<file path="config.mk">
export PLATFORM = sky130hd
export DESIGN_NAME = aging_priority_tick_scheduler
export DESIGN_NICKNAME = d
export VERILOG_FILES = /design/src/apts_pkg.sv /design/src/aging_priority_tick_scheduler.sv /design/src/apts_table.sv /design/src/apts_unit.sv
export SDC_FILE = /design/constraint.sdc
export NUM_CORES = 1
export LEC_CHECK = 0
export BUFFER_PORTS_ARGS = -buffer_cell sky130_fd_sc_hd__buf_2
export CAP_MARGIN = 5
export CORE_MARGIN = 4
export CORE_UTILIZATION = 30
export CTS_CLUSTER_DIAMETER = 30
export DETAILED_ROUTE_END_ITERATION = 10
export PLACE_DENSITY = 0.51
export SLEW_MARGIN = 20
export SYNTH_ARGS = -nofsm -noshare
export SYNTH_HDL_FRONTEND = slang
export SYNTH_HIERARCHICAL = 1
export SYNTH_SLANG_ARGS = --single-unit
</file>
<file path="constraint.sdc">
create_clock -name clk -period 6.6 [get_ports clk]
set_clock_uncertainty 0.15 [all_clocks]
set_input_delay 0.33 -clock clk [delete_from_list [all_inputs] [get_ports clk]]
set_output_delay 0.33 -clock clk [all_outputs]
set_load 0.005 [all_outputs]
</file>
<file path="src/apts_pkg.sv">
`timescale 1ns / 1ps
// ----------------------------------------------------------------------------
// apts_pkg
// Shared types and constants of the aging priority tick scheduler.
// ----------------------------------------------------------------------------
package apts_pkg;

  // Operation codes carried on the input tuser
  localparam logic [1:0] OP_LOAD = 2'd0;
  localparam logic [1:0] OP_TICK = 2'd1;
  localparam logic [1:0] OP_READ = 2'd2;

  localparam int OP_W    = 2;
  localparam int IDX_F_W = 3;
  localparam int VAL_F_W = 16;
  localparam int TC_W    = 4;

  localparam logic [TC_W-1:0] TASK_COUNT_RST = 4'd8;

  // Input tdata layout: entry_index, arrival_time, burst_length
  localparam int IN_DATA_W = 40;
  localparam int IN_IDX_LSB = 0;
  localparam int IN_ARR_LSB = 3;
  localparam int IN_BUR_LSB = 19;

  // Output tdata layout, lowest bit first
  localparam int OUT_DATA_W   = 72;
  localparam int OUT_CHO_LSB  = 0;
  localparam int OUT_IDLE_BIT = 3;
  localparam int OUT_DONE_BIT = 4;
  localparam int OUT_TIME_LSB = 5;
  localparam int OUT_REM_LSB  = 21;
  localparam int OUT_PRI_LSB  = 37;
  localparam int OUT_WAI_LSB  = 53;
  localparam int OUT_USED_W   = 69;

  // Compare results from the shared unit
  typedef struct packed {
    logic ready;   // entry has arrived and still has work
    logic better;  // entry beats the current best candidate
  } cmp_t;

endpackage

</file>
<file path="src/aging_priority_tick_scheduler.sv">
`timescale 1ns / 1ps
// ----------------------------------------------------------------------------
// aging_priority_tick_scheduler
// Task table scheduler with priority aging, one table entry per cycle.
// ----------------------------------------------------------------------------
// Usage:
//   in_*   : one transaction per operation. in_tuser holds the op (load,
//            tick, read); in_tdata holds entry index, arrival time, burst.
//   out_*  : exactly one result transaction per input transaction, in order.
//   cfg_*  : writes task_count; taken at any time, to be used only while idle.
// Sequence, acceptance to result valid:
//   load, read, unused op : S_EXEC, then S_DONE registers the result
//   tick                  : S_EXEC, S_SCAN over the counted entries, S_DRAIN,
//                           S_FIX, S_FIN, S_DONE (task_count capped at
//                           MAX_TASKS; no S_SCAN or S_DRAIN when it is 0);
//                           the scan reads one entry per cycle through the
//                           single table read port and feeds the shared
//                           compare/increment unit.
// Throughput: one op in flight; in_tready low until its result goes valid.
// Reset (rst_n low, synchronous): table reads as zero, time is zero,
//   task_count is 8, no result pending.
// Stall: a finished result waits in the output register; the next input is
//   taken while it waits, but that op's result holds until the slot frees.
// ----------------------------------------------------------------------------
module aging_priority_tick_scheduler #(
  parameter int MAX_TASKS  = 8,
  parameter int COUNT_BITS = 16
) (
  input  logic                           clk,
  input  logic                           rst_n,
  // Input: tdata = {burst_length, arrival_time, entry_index}, zero padded
  input  logic                           in_tvalid,
  output logic                           in_tready,
  input  logic [apts_pkg::IN_DATA_W-1:0] in_tdata,
  // Input tuser: op
  input  logic [apts_pkg::OP_W-1:0]      in_tuser,
  // Output: tdata = chosen_task, idle, all_done, time_now, entry_remaining,
  //         entry_priority, entry_waited (lowest first), zero padded
  output logic                           out_tvalid,
  input  logic                           out_tready,
  output logic [apts_pkg::OUT_DATA_W-1:0] out_tdata,
  // Configuration: task_count
  input  logic                           cfg_valid,
  output logic                           cfg_ready,
  input  logic [apts_pkg::TC_W-1:0]      cfg_data
);

  localparam int IDX_W = $clog2(MAX_TASKS);
  localparam int CNT_W = $clog2(MAX_TASKS + 1);
  localparam int CB    = COUNT_BITS;
  localparam int REC_W = 4 * CB;

  typedef enum logic [6:0] {
    S_IDLE  = 7'b0000001,
    S_EXEC  = 7'b0000010,
    S_SCAN  = 7'b0000100,
    S_DRAIN = 7'b0001000,
    S_FIX   = 7'b0010000,
    S_FIN   = 7'b0100000,
    S_DONE  = 7'b1000000
  } state_t;

  state_t state_r, state_nxt;

  logic [apts_pkg::OP_W-1:0]    op_r, op_nxt;
  logic [apts_pkg::IDX_F_W-1:0] idx_r, idx_nxt;
  logic [apts_pkg::VAL_F_W-1:0] arr_r, arr_nxt;
  logic [apts_pkg::VAL_F_W-1:0] bur_r, bur_nxt;
  logic [apts_pkg::TC_W-1:0]    task_count_r, task_count_nxt;
  logic [CB-1:0]                time_r, time_nxt;
  logic [MAX_TASKS-1:0]         nz_r, nz_nxt;
  logic [MAX_TASKS-1:0]         ran_r, ran_nxt;
  logic [MAX_TASKS-1:0]         ready_vec_r, ready_vec_nxt;
  logic [IDX_W-1:0]             issue_r, issue_nxt;
  logic [IDX_W-1:0]             chk_idx_r, chk_idx_nxt;
  logic                         chk_vld_r, chk_vld_nxt;
  logic                         found_r, found_nxt;
  logic [IDX_W-1:0]             best_idx_r, best_idx_nxt;
  logic [CB-1:0]                best_arr_r, best_arr_nxt;
  logic [CB-1:0]                best_rem_r, best_rem_nxt;
  logic [CB-1:0]                best_pri_r, best_pri_nxt;
  logic [CB-1:0]                best_wai_r, best_wai_nxt;
  logic                         best_ran_r, best_ran_nxt;
  logic                         out_valid_r, out_valid_nxt;
  logic [apts_pkg::OUT_DATA_W-1:0] out_data_r, out_data_nxt;

  logic             wr_en, rd_en;
  logic [IDX_W-1:0] wr_addr, rd_addr;
  logic [REC_W-1:0] wr_data, rd_data;
  logic [CB-1:0]    rd_arr, rd_rem, rd_pri, rd_wai;

  logic [CB-1:0]    op_a, op_b, sum_a, sum_b;
  logic             inc_two;
  apts_pkg::cmp_t   cmp;

  logic [CNT_W-1:0] eff;
  logic             work_done;
  logic             idx_ok;
  logic [IDX_W-1:0] idx_a;
  logic             last_issue;

  // Record fields, arrival in the low bits
  assign rd_arr = rd_data[CB-1:0];
  assign rd_rem = rd_data[2*CB-1:CB];
  assign rd_pri = rd_data[3*CB-1:2*CB];
  assign rd_wai = rd_data[4*CB-1:3*CB];

  apts_table #(
    .DEPTH (MAX_TASKS),
    .REC_W (REC_W)
  ) u_table (
    .clk     (clk),
    .rst_n   (rst_n),
    .wr_en   (wr_en),
    .wr_addr (wr_addr),
    .wr_data (wr_data),
    .rd_en   (rd_en),
    .rd_addr (rd_addr),
    .rd_data (rd_data)
  );

  // Shared operand selection
  assign op_a    = (state_r == S_FIX) ? best_pri_r : rd_pri;
  assign inc_two = (state_r != S_FIX);
  assign op_b    = (state_r == S_FIN) ? time_r : rd_wai;

  apts_unit #(
    .CB (CB)
  ) u_unit (
    .op_a     (op_a),
    .inc_two  (inc_two),
    .op_b     (op_b),
    .sum_a    (sum_a),
    .sum_b    (sum_b),
    .cur_time (time_r),
    .rec_arr  (rd_arr),
    .rec_rem  (rd_rem),
    .rec_pri  (rd_pri),
    .ran_cur  (ran_r[chk_idx_r]),
    .found    (found_r),
    .best_pri (best_pri_r),
    .best_ran (best_ran_r),
    .cmp      (cmp)
  );

  // Effective task count and completion status
  assign eff = (32'(task_count_r) > MAX_TASKS) ? CNT_W'(MAX_TASKS) : CNT_W'(task_count_r);

  always_comb begin
    work_done = 1'b1;
    for (int i = 0; i < MAX_TASKS; i++) begin
      if ((CNT_W'(i) < eff) && nz_r[i]) begin
        work_done = 1'b0;
      end
    end
  end

  assign idx_ok     = (32'(idx_r) < MAX_TASKS);
  assign idx_a      = IDX_W'(idx_r);
  assign last_issue = (CNT_W'(issue_r) == (eff - CNT_W'(1)));

  assign in_tready  = (state_r == S_IDLE);
  assign cfg_ready  = 1'b1;
  assign out_tvalid = out_valid_r;
  assign out_tdata  = out_data_r;

  // Sequencer
  always_comb begin
    logic [MAX_TASKS-1:0] best_hot;

    state_nxt      = state_r;
    op_nxt         = op_r;
    idx_nxt        = idx_r;
    arr_nxt        = arr_r;
    bur_nxt        = bur_r;
    task_count_nxt = task_count_r;
    time_nxt       = time_r;
    nz_nxt         = nz_r;
    ran_nxt        = ran_r;
    ready_vec_nxt  = ready_vec_r;
    issue_nxt      = issue_r;
    chk_idx_nxt    = chk_idx_r;
    chk_vld_nxt    = chk_vld_r;
    found_nxt      = found_r;
    best_idx_nxt   = best_idx_r;
    best_arr_nxt   = best_arr_r;
    best_rem_nxt   = best_rem_r;
    best_pri_nxt   = best_pri_r;
    best_wai_nxt   = best_wai_r;
    best_ran_nxt   = best_ran_r;
    out_valid_nxt  = out_valid_r;
    out_data_nxt   = out_data_r;
    wr_en          = 1'b0;
    wr_addr        = chk_idx_r;
    wr_data        = {sum_b, sum_a, rd_rem, rd_arr};
    rd_en          = 1'b0;
    rd_addr        = issue_r;
    best_hot       = '0;

    if (cfg_valid) begin
      task_count_nxt = cfg_data;
    end

    if (out_valid_r && out_tready) begin
      out_valid_nxt = 1'b0;
    end

    // Evaluate the entry read last cycle
    if (chk_vld_r) begin
      if (cmp.ready) begin
        wr_en                    = 1'b1;
        ready_vec_nxt[chk_idx_r] = 1'b1;
      end
      if (cmp.better) begin
        found_nxt    = 1'b1;
        best_idx_nxt = chk_idx_r;
        best_arr_nxt = rd_arr;
        best_rem_nxt = rd_rem;
        best_pri_nxt = rd_pri;
        best_wai_nxt = rd_wai;
        best_ran_nxt = ran_r[chk_idx_r];
      end
    end

    unique case (state_r)
      S_IDLE: begin
        if (in_tvalid) begin
          op_nxt    = in_tuser;
          idx_nxt   = in_tdata[apts_pkg::IN_IDX_LSB +: apts_pkg::IDX_F_W];
          arr_nxt   = in_tdata[apts_pkg::IN_ARR_LSB +: apts_pkg::VAL_F_W];
          bur_nxt   = in_tdata[apts_pkg::IN_BUR_LSB +: apts_pkg::VAL_F_W];
          state_nxt = S_EXEC;
        end
      end
      S_EXEC: begin
        unique case (op_r)
          apts_pkg::OP_LOAD: begin
            if (idx_ok) begin
              wr_en          = 1'b1;
              wr_addr        = idx_a;
              wr_data        = {{(2*CB){1'b0}}, CB'(bur_r), CB'(arr_r)};
              ran_nxt[idx_a] = 1'b0;
              nz_nxt[idx_a]  = (CB'(bur_r) != '0);
            end
            state_nxt = S_DONE;
          end
          apts_pkg::OP_TICK: begin
            found_nxt     = 1'b0;
            best_idx_nxt  = '0;
            ready_vec_nxt = '0;
            issue_nxt     = '0;
            state_nxt     = (eff == '0) ? S_FIX : S_SCAN;
          end
          apts_pkg::OP_READ: begin
            rd_en     = 1'b1;
            rd_addr   = idx_a;
            state_nxt = S_DONE;
          end
          default: begin
            state_nxt = S_DONE;
          end
        endcase
      end
      S_SCAN: begin
        rd_en       = 1'b1;
        rd_addr     = issue_r;
        chk_vld_nxt = 1'b1;
        chk_idx_nxt = issue_r;
        issue_nxt   = issue_r + IDX_W'(1);
        if (last_issue) begin
          state_nxt = S_DRAIN;
        end
      end
      S_DRAIN: begin
        chk_vld_nxt = 1'b0;
        state_nxt   = S_FIX;
      end
      S_FIX: begin
        // Winner: one burst unit less, +1 priority, waiting unchanged
        if (found_r) begin
          best_hot[best_idx_r] = 1'b1;
          wr_en                = 1'b1;
          wr_addr              = best_idx_r;
          wr_data              = {best_wai_r, sum_a, best_rem_r - CB'(1), best_arr_r};
          ran_nxt              = (ran_r & ~ready_vec_r) | best_hot;
          nz_nxt[best_idx_r]   = (best_rem_r != CB'(1));
        end
        state_nxt = S_FIN;
      end
      S_FIN: begin
        if (!work_done) begin
          time_nxt = sum_b;
        end
        state_nxt = S_DONE;
      end
      S_DONE: begin
        if (!out_valid_r || out_tready) begin
          out_valid_nxt = 1'b1;
          out_data_nxt  = '0;
          if (op_r == apts_pkg::OP_TICK) begin
            out_data_nxt[apts_pkg::OUT_CHO_LSB +: apts_pkg::IDX_F_W] =
              apts_pkg::IDX_F_W'(best_idx_r);
            out_data_nxt[apts_pkg::OUT_IDLE_BIT] = !found_r;
          end
          out_data_nxt[apts_pkg::OUT_DONE_BIT] = work_done;
          out_data_nxt[apts_pkg::OUT_TIME_LSB +: apts_pkg::VAL_F_W] =
            apts_pkg::VAL_F_W'(time_r);
          if ((op_r == apts_pkg::OP_READ) && idx_ok) begin
            out_data_nxt[apts_pkg::OUT_REM_LSB +: apts_pkg::VAL_F_W] =
              apts_pkg::VAL_F_W'(rd_rem);
            out_data_nxt[apts_pkg::OUT_PRI_LSB +: apts_pkg::VAL_F_W] =
              apts_pkg::VAL_F_W'(rd_pri);
            out_data_nxt[apts_pkg::OUT_WAI_LSB +: apts_pkg::VAL_F_W] =
              apts_pkg::VAL_F_W'(rd_wai);
          end
          state_nxt = S_IDLE;
        end
      end
      default: begin
        state_nxt = S_IDLE;
      end
    endcase
  end

  // Control state
  always_ff @(posedge clk) begin
    if (!rst_n) begin
      state_r      <= S_IDLE;
      task_count_r <= apts_pkg::TASK_COUNT_RST;
      time_r       <= '0;
      nz_r         <= '0;
      ran_r        <= '0;
      chk_vld_r    <= 1'b0;
      found_r      <= 1'b0;
      out_valid_r  <= 1'b0;
    end else begin
      state_r      <= state_nxt;
      task_count_r <= task_count_nxt;
      time_r       <= time_nxt;
      nz_r         <= nz_nxt;
      ran_r        <= ran_nxt;
      chk_vld_r    <= chk_vld_nxt;
      found_r      <= found_nxt;
      out_valid_r  <= out_valid_nxt;
    end
  end

  // Payload
  always_ff @(posedge clk) begin
    op_r        <= op_nxt;
    idx_r       <= idx_nxt;
    arr_r       <= arr_nxt;
    bur_r       <= bur_nxt;
    ready_vec_r <= ready_vec_nxt;
    issue_r     <= issue_nxt;
    chk_idx_r   <= chk_idx_nxt;
    best_idx_r  <= best_idx_nxt;
    best_arr_r  <= best_arr_nxt;
    best_rem_r  <= best_rem_nxt;
    best_pri_r  <= best_pri_nxt;
    best_wai_r  <= best_wai_nxt;
    best_ran_r  <= best_ran_nxt;
    out_data_r  <= out_data_nxt;
  end

endmodule

</file>
<file path="src/apts_table.sv">
`timescale 1ns / 1ps
// ----------------------------------------------------------------------------
// apts_table
// Task record memory: one write port, one registered read port, per-entry
// valid bits so that entries never written read as zero.
// ----------------------------------------------------------------------------
module apts_table #(
  parameter int DEPTH = 8,
  parameter int REC_W = 64
) (
  input  logic                     clk,
  input  logic                     rst_n,
  input  logic                     wr_en,
  input  logic [$clog2(DEPTH)-1:0] wr_addr,
  input  logic [REC_W-1:0]         wr_data,
  input  logic                     rd_en,
  input  logic [$clog2(DEPTH)-1:0] rd_addr,
  output logic [REC_W-1:0]         rd_data
);

  logic [REC_W-1:0] mem_r [DEPTH];
  logic [DEPTH-1:0] valid_r;
  logic [REC_W-1:0] rd_data_r;
  logic             rd_vld_r;

  // Storage write
  always_ff @(posedge clk) begin
    if (wr_en) begin
      mem_r[wr_addr] <= wr_data;
    end
  end

  // Registered read
  always_ff @(posedge clk) begin
    if (rd_en) begin
      rd_data_r <= mem_r[rd_addr];
    end
  end

  // Valid bits and read tag
  always_ff @(posedge clk) begin
    if (!rst_n) begin
      valid_r  <= '0;
      rd_vld_r <= 1'b0;
    end else begin
      if (wr_en) begin
        valid_r[wr_addr] <= 1'b1;
      end
      if (rd_en) begin
        rd_vld_r <= valid_r[rd_addr];
      end
    end
  end

  assign rd_data = rd_vld_r ? rd_data_r : '0;

endmodule

</file>
<file path="src/apts_unit.sv">
`timescale 1ns / 1ps
// ----------------------------------------------------------------------------
// apts_unit
// Shared arithmetic unit: two saturating incrementers and the readiness and
// priority comparators used once per scanned entry.
// ----------------------------------------------------------------------------
module apts_unit #(
  parameter int CB = 16
) (
  input  logic [CB-1:0]  op_a,
  input  logic           inc_two,
  input  logic [CB-1:0]  op_b,
  output logic [CB-1:0]  sum_a,
  output logic [CB-1:0]  sum_b,
  input  logic [CB-1:0]  cur_time,
  input  logic [CB-1:0]  rec_arr,
  input  logic [CB-1:0]  rec_rem,
  input  logic [CB-1:0]  rec_pri,
  input  logic           ran_cur,
  input  logic           found,
  input  logic [CB-1:0]  best_pri,
  input  logic           best_ran,
  output apts_pkg::cmp_t cmp
);

  logic [CB:0] wide_a;
  logic [CB:0] wide_b;

  // Saturating adds
  assign wide_a = {1'b0, op_a} + (inc_two ? (CB+1)'(2) : (CB+1)'(1));
  assign wide_b = {1'b0, op_b} + (CB+1)'(1);
  assign sum_a  = wide_a[CB] ? '1 : wide_a[CB-1:0];
  assign sum_b  = wide_b[CB] ? '1 : wide_b[CB-1:0];

  // Ready and ranking; ties favor an entry that did not run last
  always_comb begin
    cmp.ready  = (rec_arr <= cur_time) && (rec_rem != '0);
    cmp.better = cmp.ready &&
                 (!found || (rec_pri > best_pri) ||
                  ((rec_pri == best_pri) && best_ran && !ran_cur));
  end

endmodule

</file>
== Word level (Yosys, flattened, before mapping) ==
Memory sizes are Yosys's and may differ from the RTL's. A register that Yosys moved wholly into a read port is not among the register bits.
Cells that the tools add are included.

* Input bits: 51
* Logic and storage cells: 192
* Output and inout port bits: 75
* Memories kept: 1
* Memory bits (writable): 512
* Bits in registers: 243

* Mux-type cells: 76
* Reductions and logical operators: 37
* Add/subtract/negate cells: 5
* $lt $le $gt $ge: 20
* Bitwise operators: 8
* Eq/ne operators: 19

{| class="wikitable"
|+ Memory list
! name !! words !! width !! read ports !! clocked after Yosys merged registers in !! write ports !! line !! source
|-
| u_table.mem_r || 8 || 64 || 1 || 1 || 1 || apts_table.sv:21 || <nowiki>logic [REC_W-1:0] mem_r [DEPTH];</nowiki>
|}

{| class="wikitable"
|+ Operators with widths
! operator !! number
|-
| $mux W64 || 3
|-
| $pmux W64 S2 || 1
|-
| $mux W16 || 4
|-
| $mux W8 || 8
|-
| $pmux W7 S7 || 1
|-
| $pmux W8 S2 || 2
|-
| $reduce_bool A16 Y1 || 2
|-
| $mux W1 || 28
|-
| $mux W7 || 4
|-
| $mux W3 || 9
|-
| $or A8 B8 Y8 || 3
|-
| $lt A3 B4 Y1 const B || 5
|-
| $add A16 B1 Y17 const B || 1
|-
| $add A16 B17 Y17 || 1
|-
| $logic_and A1 B1 Y1 || 17
|-
| $and A8 B8 Y8 || 2
|-
| $bwmux W8 || 2
|-
| $eq A16 B16 Y1 || 1
|-
| $gt A16 B16 Y1 || 1
|-
| $le A16 B16 Y1 || 1
|-
| $lt A3 B4 Y1 const A || 4
|-
| $ne A16 B1 Y1 const B || 1
|-
| $not A8 Y8 || 2
|-
| $sub A16 B1 Y16 const B || 1
|-
| 34 further kinds || 61
|}

== Logic depth before layout (Yosys ltp) ==
Gate-level depths: netlist (run 1).

* Word-level depth: 14
* Depth in mapped cells: 18
* Depth with buffers taken out: 14

== By module ==
Netlist (run 1), hierarchy kept.

{| class="wikitable"
|+ By module, submodules not included
! module !! sequential area each (um^2) !! times used !! area an instance (um^2) !! cells each
|-
| apts_table || 17476.8 || 1 || 21926.0 || 913
|-
| aging_priority_tick_scheduler || 6456.2 || 1 || 10187.3 || 857
|-
| apts_unit || 0.0 || 1 || 1577.8 || 233
|}

== Worst setup path before layout (run 1) ==
Ideal clock, no wire load.

* Path type: flip-flop to flip-flop
* Start: register u_table.rd_vld_r
* End: memory u_table.mem_r[0][0] (enable)
* Period minus slack after synthesis: 7.208 ns
* Path buffers: 2
* Library setup time: 0.567 ns
* Required time: 5.883 ns
* Arrival time: 6.491 ns
* Setup slack: -0.608 ns
* Stages on the path, launching flop included: 14
* Cell sequence: dfxtp_1 -> clkbuf_1 -> clkbuf_1 -> and2_1 -> ha_1 -> a21oi_1 -> nand2_1 -> a221oi_1 -> o21ai_0 -> nor2_1 -> nand2_1 -> nand2_1 -> nand2b_1 -> nor3_1

{| class="wikitable"
|+ RTL lines
! what !! line !! source
|-
| start, declared || apts_table.sv:24 || <nowiki>logic rd_vld_r;</nowiki>
|-
| start signal, assigned || apts_table.sv:50 || <nowiki>rd_vld_r <= valid_r[rd_addr];</nowiki>
|-
| end, declared || apts_table.sv:21 ||
|}

==> flow_metrics.py, run 1 <==
metrics = {
    "placement": {
        "dp_slack_ns": 1.70,
        "numPortBuffers": 116,
        "dp.cells": 3552,
        "gp_congestion": 0.800,
        "dp_hpwl_um": 49200,
        "dpl_cell_area_um2": 36100,
    },
    "routing": {
        "dr.pass1.iters": 5,
        "avgRoutedWirePerCell_um": 22.1,
        "drt_wl_total_um": 86400,
        "vias": 19000,
        "antenna_left": 0,
        "drt_iter0_markers": 1513,
        "drc": 0,
        "viasPerCell": 4.87,
    },
    "worst_setup_path": {
        "slowest_delay_ns": 0.92,
        "worstPathMaxFanout": 46,
        "cp-start-kind": "register",
        "crit_slowest_cell": "dfxtp_2",
        "cp_cell_sequence": "and2_1, ha_1, nand4_1, nor3_1, nand4_1, o31a_1, a211oi_1, nand2_1, inv_2, buf_12",
        "required_ns": 6.84,
        "crit_path_end_kind": "register",
        "path_class": "reg2reg",
        "crit_top_cell": "nand4_1",
        "cp.arrival_ns": 5.12,
    },
    "finish": {
        "final_common_cell": "edfxtp_1",
        "num_antenna_cells": 0,
        "drive_gt1_frac": 0.279,
        "nNetsFinal": 2376,
        "layout.cells.non_filler": 3915,
        "fin_area_um2": 42500,
        "layout_common_cells": "edfxtp_1, nand2_1, clkbuf_16",
        "area_delta_synth_final_pct": 26.3,
    },
    "sta": {
        "fmax_mhz": 205,
        "post-route-period-util": 0.739,
        "final.min_clock_period_ns": 4.88,
        "setup_violations": 0,
        "fin_setup_tns_ns": 0,
        "drv_slew": 0,
        "whs_ns": 0.0670,
        "rsz0062_at_grt": "false",
        "layout_setup_ws_ns": 1.72,
        "relSlewSlack": 0.264,
        "worst_slew_pin_slew_ns": 1.10,
        "hold_viol": 0,
    },
    "floorplan": {
        "core_area_um2": 111000,
        "fp.dieH_um": 343,
        "io_pins": 126,
        "die_width_um": 343,
        "rows": 122,
        "fp.dieArea_um2": 118000,
        "start_util": 0.303,
    },
    "power_and_ir_drop": {
        "power_leakage_nw": 14.9,
        "worst_ir_drop_vdd_uv": 210,
        "p_per_area_nw_per_um2": 343,
    },
    "synthesis": {
        "yosysSeqAreaShare": 0.710,
        "synth_edf_count": 753,
        "synth-seq-cells": 819,
        "synth.avg_cell_area_um2": 16.8,
        "synth_area_um2": 33700,
        "synthTopCellsByArea": "edfxtp_1, mux4_2, dfxtp_1",
        "ys_types": 71,
        "synthArstFlopShare": 0,
        "synth_top_area_cell": "edfxtp_1",
        "syn-instance-count": 2003,
        "synthesis.yosys.warnings": 6,
        "synthFlopType": "edfxtp_1",
        "synth_top_area_frac": 0.671,
    },
    "clock_tree": {
        "post_cts_buffers": 0,
        "cts_max_path_buffers": 3,
        "clk_latency_ns": 0.73,
        "cts_tree": "yes",
        "cts-htree-levels": 4,
        "cts_made_buffers": 168,
        "cts_root_buf": "clkbuf_16",
        "clk_pin_slew_ns": 0.05,
        "cts_resized": 0,
        "cts_sinks": 819,
    },
    "hold_path": {
        "hp-class": "in2reg",
    },
    "global_routing": {
        "grt_overflow": 0,
        "grt_max_degree": 92,
        "grt_pass1_wl_um": 128000,
        "grt_pass1_vias": 19600,
        "grt_antenna_before_repair": 12,
        "grt_use_total": 0.146,
    },
    "run": {
        "maxCapViolations": 0,
    },
    "outcome": {
        "outcome": "finished, final reports clean",
    },
}
## cell families after synthesis
family          Yosys count  synth area share
mux                     241             0.124
fa+ha+maj                43            0.0162
compound gates          177            0.0374
flops                   819             0.710
buf+inv                 155            0.0219
simple gates            529            0.0807
other cells               2          0.000223
xor+xnor                 37           0.00962
## Yosys cell counts, drive strengths merged (13+ instances only)
cell	number
nand4	19
o21ai	22
mux4	131
nor2	66
a22oi	25
edfxtp	753
clkbuf	53
a31oi	16
and2	135
nand3	22
xor2	15
inv	58
a21oi	31
nor2b	15
nand2	192
a22o	17
mux2	84
nor3	17
buf	44
xnor2	22
mux2i	26
nor4	13
dfxtp	66
ha	42
## critical path, delay by kind of cell, from the launching register on
| family | cells | cell delay, ns |
|---|---|---|
| buffers and inverters | 2 | 0.87 |
| adders and majority gates | 1 | 0.18 |
| DFF | 1 | 0.92 |
| and+or+nand+nor | 5 | 1.52 |
| AOI/OAI and AO/OA | 2 | 0.81 |
## power breakdown
group | switching [W] | internal (W)
Clock | 0.00290 | 0.00575
Sequential | 0.0000363 | 0.00567
Combinational | 0.000160 | 0.000105
Total | 0.00309 | 0.0115
## through the flow
stage / power, W / util
6_report: 0.0146 / 0.383
5_1_grt: 0.0151 / 0.383
4_1_cts: 0.0148 / 0.383
3_5_place_dp: 0.00604 / 0.325
3_3_place_gp: 0.00604 / 0.325
2_1_floorplan: 0.00594 / -
## sequential cells by signal, summed over array words and instances, names as in the netlist, 2 cells and up
register and flops:
arr_r 16, best_arr_r 16, best_idx_r 3, best_pri_r 16, best_rem_r 16, best_wai_r 16
bur_r 16, chk_idx_r 3, idx_a 3, issue_r 3, nz_r 8, op_r 2
out_tdata 69, ran_r 8, ready_vec_r 8, state_r 7, task_count_r 4, time_r 16
u_table/mem_r 512, u_table/rd_data_r 64, u_table/valid_r 8
## what timing repair did
| item | CTS | global route |
|---|---|---|
| hold buffers | 48 | 0 |
| endpoints found under the hold margin | 44 | 0 |
| endpoints found under the setup margin | 0 | 0 |
## per-layer routing
metal,vias to the layer above,GRT usage,wire length (um)
met5,-,0,0
met3,156,0.0298,5680
met2,669,0.235,40900
li1,8393,-,-
met1,9829,0.199,37900
met4,0,0.0488,1960
## worst paths after layout
path                                           to  cells past startpoint  slack (ns)                            start
setup / recovery          best_pri_r[1]$_DFFE_PP_                     10        1.72    u_table/rd_vld_r$_SDFFE_PN0P_
hold / removal            state_r[0]$_SDFFE_PN1P_                      3        0.07                            rst_n
setup reg to reg          best_pri_r[1]$_DFFE_PP_                     10        1.72    u_table/rd_vld_r$_SDFFE_PN0P_
hold reg to reg   u_table/valid_r[4]$_SDFFE_PN0P_                      1        0.31  u_table/valid_r[4]$_SDFFE_PN0P_
## cell type report
class | count | area, um^2
Clock buffer | 193 | 4370
Timing Repair Buffer | 204 | 1420
Sequential cell | 819 | 23900
Clock inverter | 122 | 1560
Inverter | 58 | 218
Fill cell | 10300 | 68600
Tap cell | 1488 | 1860
Multi-Input combinational cell | 1031 | 9180
(Power assumes the default switching activity.)
==> inputs of run 2 (changes only) <==
--- a/config.mk
+++ b/config.mk
@@ -11,7 +11,7 @@
 export CORE_UTILIZATION = 30
 export CTS_CLUSTER_DIAMETER = 30
 export DETAILED_ROUTE_END_ITERATION = 10
-export PLACE_DENSITY = 0.51
+export PLACE_DENSITY = 0.5
 export SLEW_MARGIN = 20
 export SYNTH_ARGS = -nofsm -noshare
 export SYNTH_HDL_FRONTEND = slang
==> constraint.sdc (replaced) <==
create_clock -name clk -period 4.83 [get_ports clk]
set_clock_uncertainty 0.15 [all_clocks]
set_input_delay 0.2415 -clock clk [delete_from_list [all_inputs] [get_ports clk]]
set_output_delay 0.2415 -clock clk [all_outputs]
set_load 0.005 [all_outputs]
==> run 2 against run 1 <==
Net effect: global-route usage is 0.33 points higher; clock-buffer cell count is 7 higher; combinational power is 40% higher; critical endpoint is now u_table/mem_r[3][38]$_DFFE_PP_; largest power group unchanged; highest routed layer unchanged.
==> flow_metrics.py, run 2 (same netlist as run 1, synthesis figures left out) <==
metrics = {
    "clock_tree": {
        "cts_max_path_buffers": 3,
        "clk_pin_slew_ns": 0.05,
        "cts-htree-levels": 4,
        "cts_root_buf": "clkbuf_16",
        "cts_sinks": 819,
        "cts_made_buffers": 175,
        "clk_latency_ns": 0.74,
        "cts_tree": "yes",
    },
    "power_and_ir_drop": {
        "p_int_w": 0.0165,
        "worst_ir_drop_vdd_uv": 281,
        "p_per_area_nw_per_um2": 481,
        "power.share.switching": 0.206,
        "power_leakage_nw": 15.2,
        "pwr-share-seq": 0.375,
        "switching_power_w": 0.00428,
        "power_w": 0.0208,
        "clkPwrFrac": 0.608,
        "combPwrFrac": 0.018,
    },
    "routing": {
        "vias": 19000,
        "drt_iter0_markers": 1511,
        "drt_wl_total_um": 88000,
        "dr.pass1.iters": 5,
        "viasPerCell": 4.80,
        "antenna_left": 0,
        "avgRoutedWirePerCell_um": 22.3,
        "drc": 0,
    },
    "placement": {
        "dp_slack_ns": 0.105,
        "gp_congestion": 0.833,
        "numPortBuffers": 116,
        "dp_hpwl_um": 52100,
    },
    "worst_setup_path": {
        "worstPathMaxFanout": 16,
        "cp_cell_sequence": "nor4b_2, and2_1, buf_4, nand2_1, nand2_1, ha_1, inv_1, fa_1, and3b_2, and4_4, and4_4, nand4_4, o21ai_0, and2_1",
        "path_buf_inv": 2,
        "crit_slowest_cell": "nor4b_2",
        "cp-start-kind": "register",
        "slowest_delay_ns": 0.52,
        "path_class": "reg2reg",
        "cp.depth": 14,
        "crit_path_end_kind": "register",
        "cp_top_family": "simple AND/OR/NAND/NOR gates",
        "ff2ff_path_depth": 14,
        "required_ns": 5.21,
        "ff2ff_setup_slack_ns": 0.34,
        "cp.arrival_ns": 4.86,
    },
    "floorplan": {
        "fp.dieH_um": 343,
        "start_util": 0.303,
        "fp.dieArea_um2": 118000,
        "core_area_um2": 111000,
        "io_pins": 126,
        "rows": 122,
        "die_width_um": 343,
    },
    "sta": {
        "layout_setup_ws_ns": 0.345,
        "post-route-period-util": 0.929,
        "hold_viol": 0,
        "drv_slew": 0,
        "relSlewSlack": 0.301,
        "rsz0062_at_grt": "false",
        "final.min_clock_period_ns": 4.49,
        "worst_slew_pin_slew_ns": 1.04,
        "fmax_mhz": 223,
        "fin_setup_tns_ns": 0,
        "setup_violations": 0,
    },
    "global_routing": {
        "grt_overflow": 0,
        "grt_pass1_wl_um": 130000,
        "grt_pass1_vias": 19900,
        "grt_use_total": 0.149,
        "grt_antenna_before_repair": 6,
        "grt_max_degree": 59,
    },
    "finish": {
        "final_common_cell": "edfxtp_1",
        "nNetsFinal": 2402,
        "largest_reg_flops": 512,
        "num_antenna_cells": 0,
        "finalCoreUtilization": 0.389,
        "area_delta_synth_final_pct": 28.5,
        "layout_common_cells": "edfxtp_1, nand2_1, clkbuf_16",
        "drive_gt1_frac": 0.290,
        "top_register": "u_table/mem_r",
    },
    "run": {
        "maxCapViolations": 0,
    },
    "outcome": {
        "outcome": "finished, final reports clean",
    },
    "hold_path": {
        "hp-class": "in2reg",
        "holdPathStages": 2,
    },
}
[run 2: changes by cell type in the layout (fill, tap and decap cells not counted), moves of 3 or more]
| cell | before | now |
|---|---|---|
| buf_12 | 5 | 19 |
| bufinv_16 | 24 | 34 |
| clkbuf_16 | 169 | 177 |
| clkinv_1 | 21 | 16 |
| buf_4 | 35 | 39 |
| clkinv_16 | 6 | 2 |
| inv_6 | 17 | 13 |
| clkinv_4 | 10 | 13 |
| clkinv_8 | 3 | 6 |
| clkinvlp_4 | 16 | 19 |
[run 2: cell type report]
type	count	area (um^2)
inverters	58	218
clock inverters	128	1810
fillers	10200	67900
repair buffers	223	1740
flip-flops and latches	819	23900
well taps	1488	1860
multi-input cells	1031	9160
clock buffers	200	4550
[run 2: metal layers]
| layer | GRT usage | vias to the layer above | share of wire | routed length [um] |
|---|---|---|---|---|
| met1 | 0.199 | 9732 | 0.44 | 38900 |
| li1 | - | 8475 | - | - |
| met2 | 0.240 | 608 | 0.47 | 41400 |
| met5 | 0 | - | 0 | 0 |
| met3 | 0.0344 | 141 | 0.063 | 5560 |
| met4 | 0.0526 | 0 | 0.024 | 2140 |
[run 2: path summary, 6_finish.rpt]
kind                                   startpoint                               to
setup / recovery          state_r[2]$_SDFFE_PN0P_   u_table/mem_r[3][38]$_DFFE_PP_
hold / removal                       in_tdata[32]              bur_r[13]$_DFFE_PP_
setup reg to reg          state_r[2]$_SDFFE_PN0P_   u_table/mem_r[3][38]$_DFFE_PP_
hold reg to reg   u_table/valid_r[0]$_SDFFE_PN0P_  u_table/valid_r[0]$_SDFFE_PN0P_
[run 2: power groups by stage]
stage	combinational [W]	sequential [W]	clock (W)
global placement	0.000336	0.00792	0
floorplan	0.000219	0.00789	0
CTS	0.000377	0.00779	0.0129
global route	0.000404	0.00779	0.0133
finish	0.000372	0.00779	0.0126
detailed placement	0.000342	0.00792	0
[run 2: metrics by stage]
step | std cells | area, um^2 | hold slack, ns
2_1_floorplan | 2005 | 33700 | 0.190
3_3_place_gp | 3570 | 36400 | 0.269
3_5_place_dp | 3570 | 36400 | 0.270
4_1_cts | 3947 | 43300 | 0.00567
5_1_grt | 3947 | 43300 | 0.0286
6_report | 3947 | 43300 | 0.0695
[run 2: timing repair]
action	in CTS	in global routing
resized for setup	0	1
hold buffers	49	0
buffers inserted	0	0
endpoints found under the setup margin	0	104
hold endpoints to repair	64	0
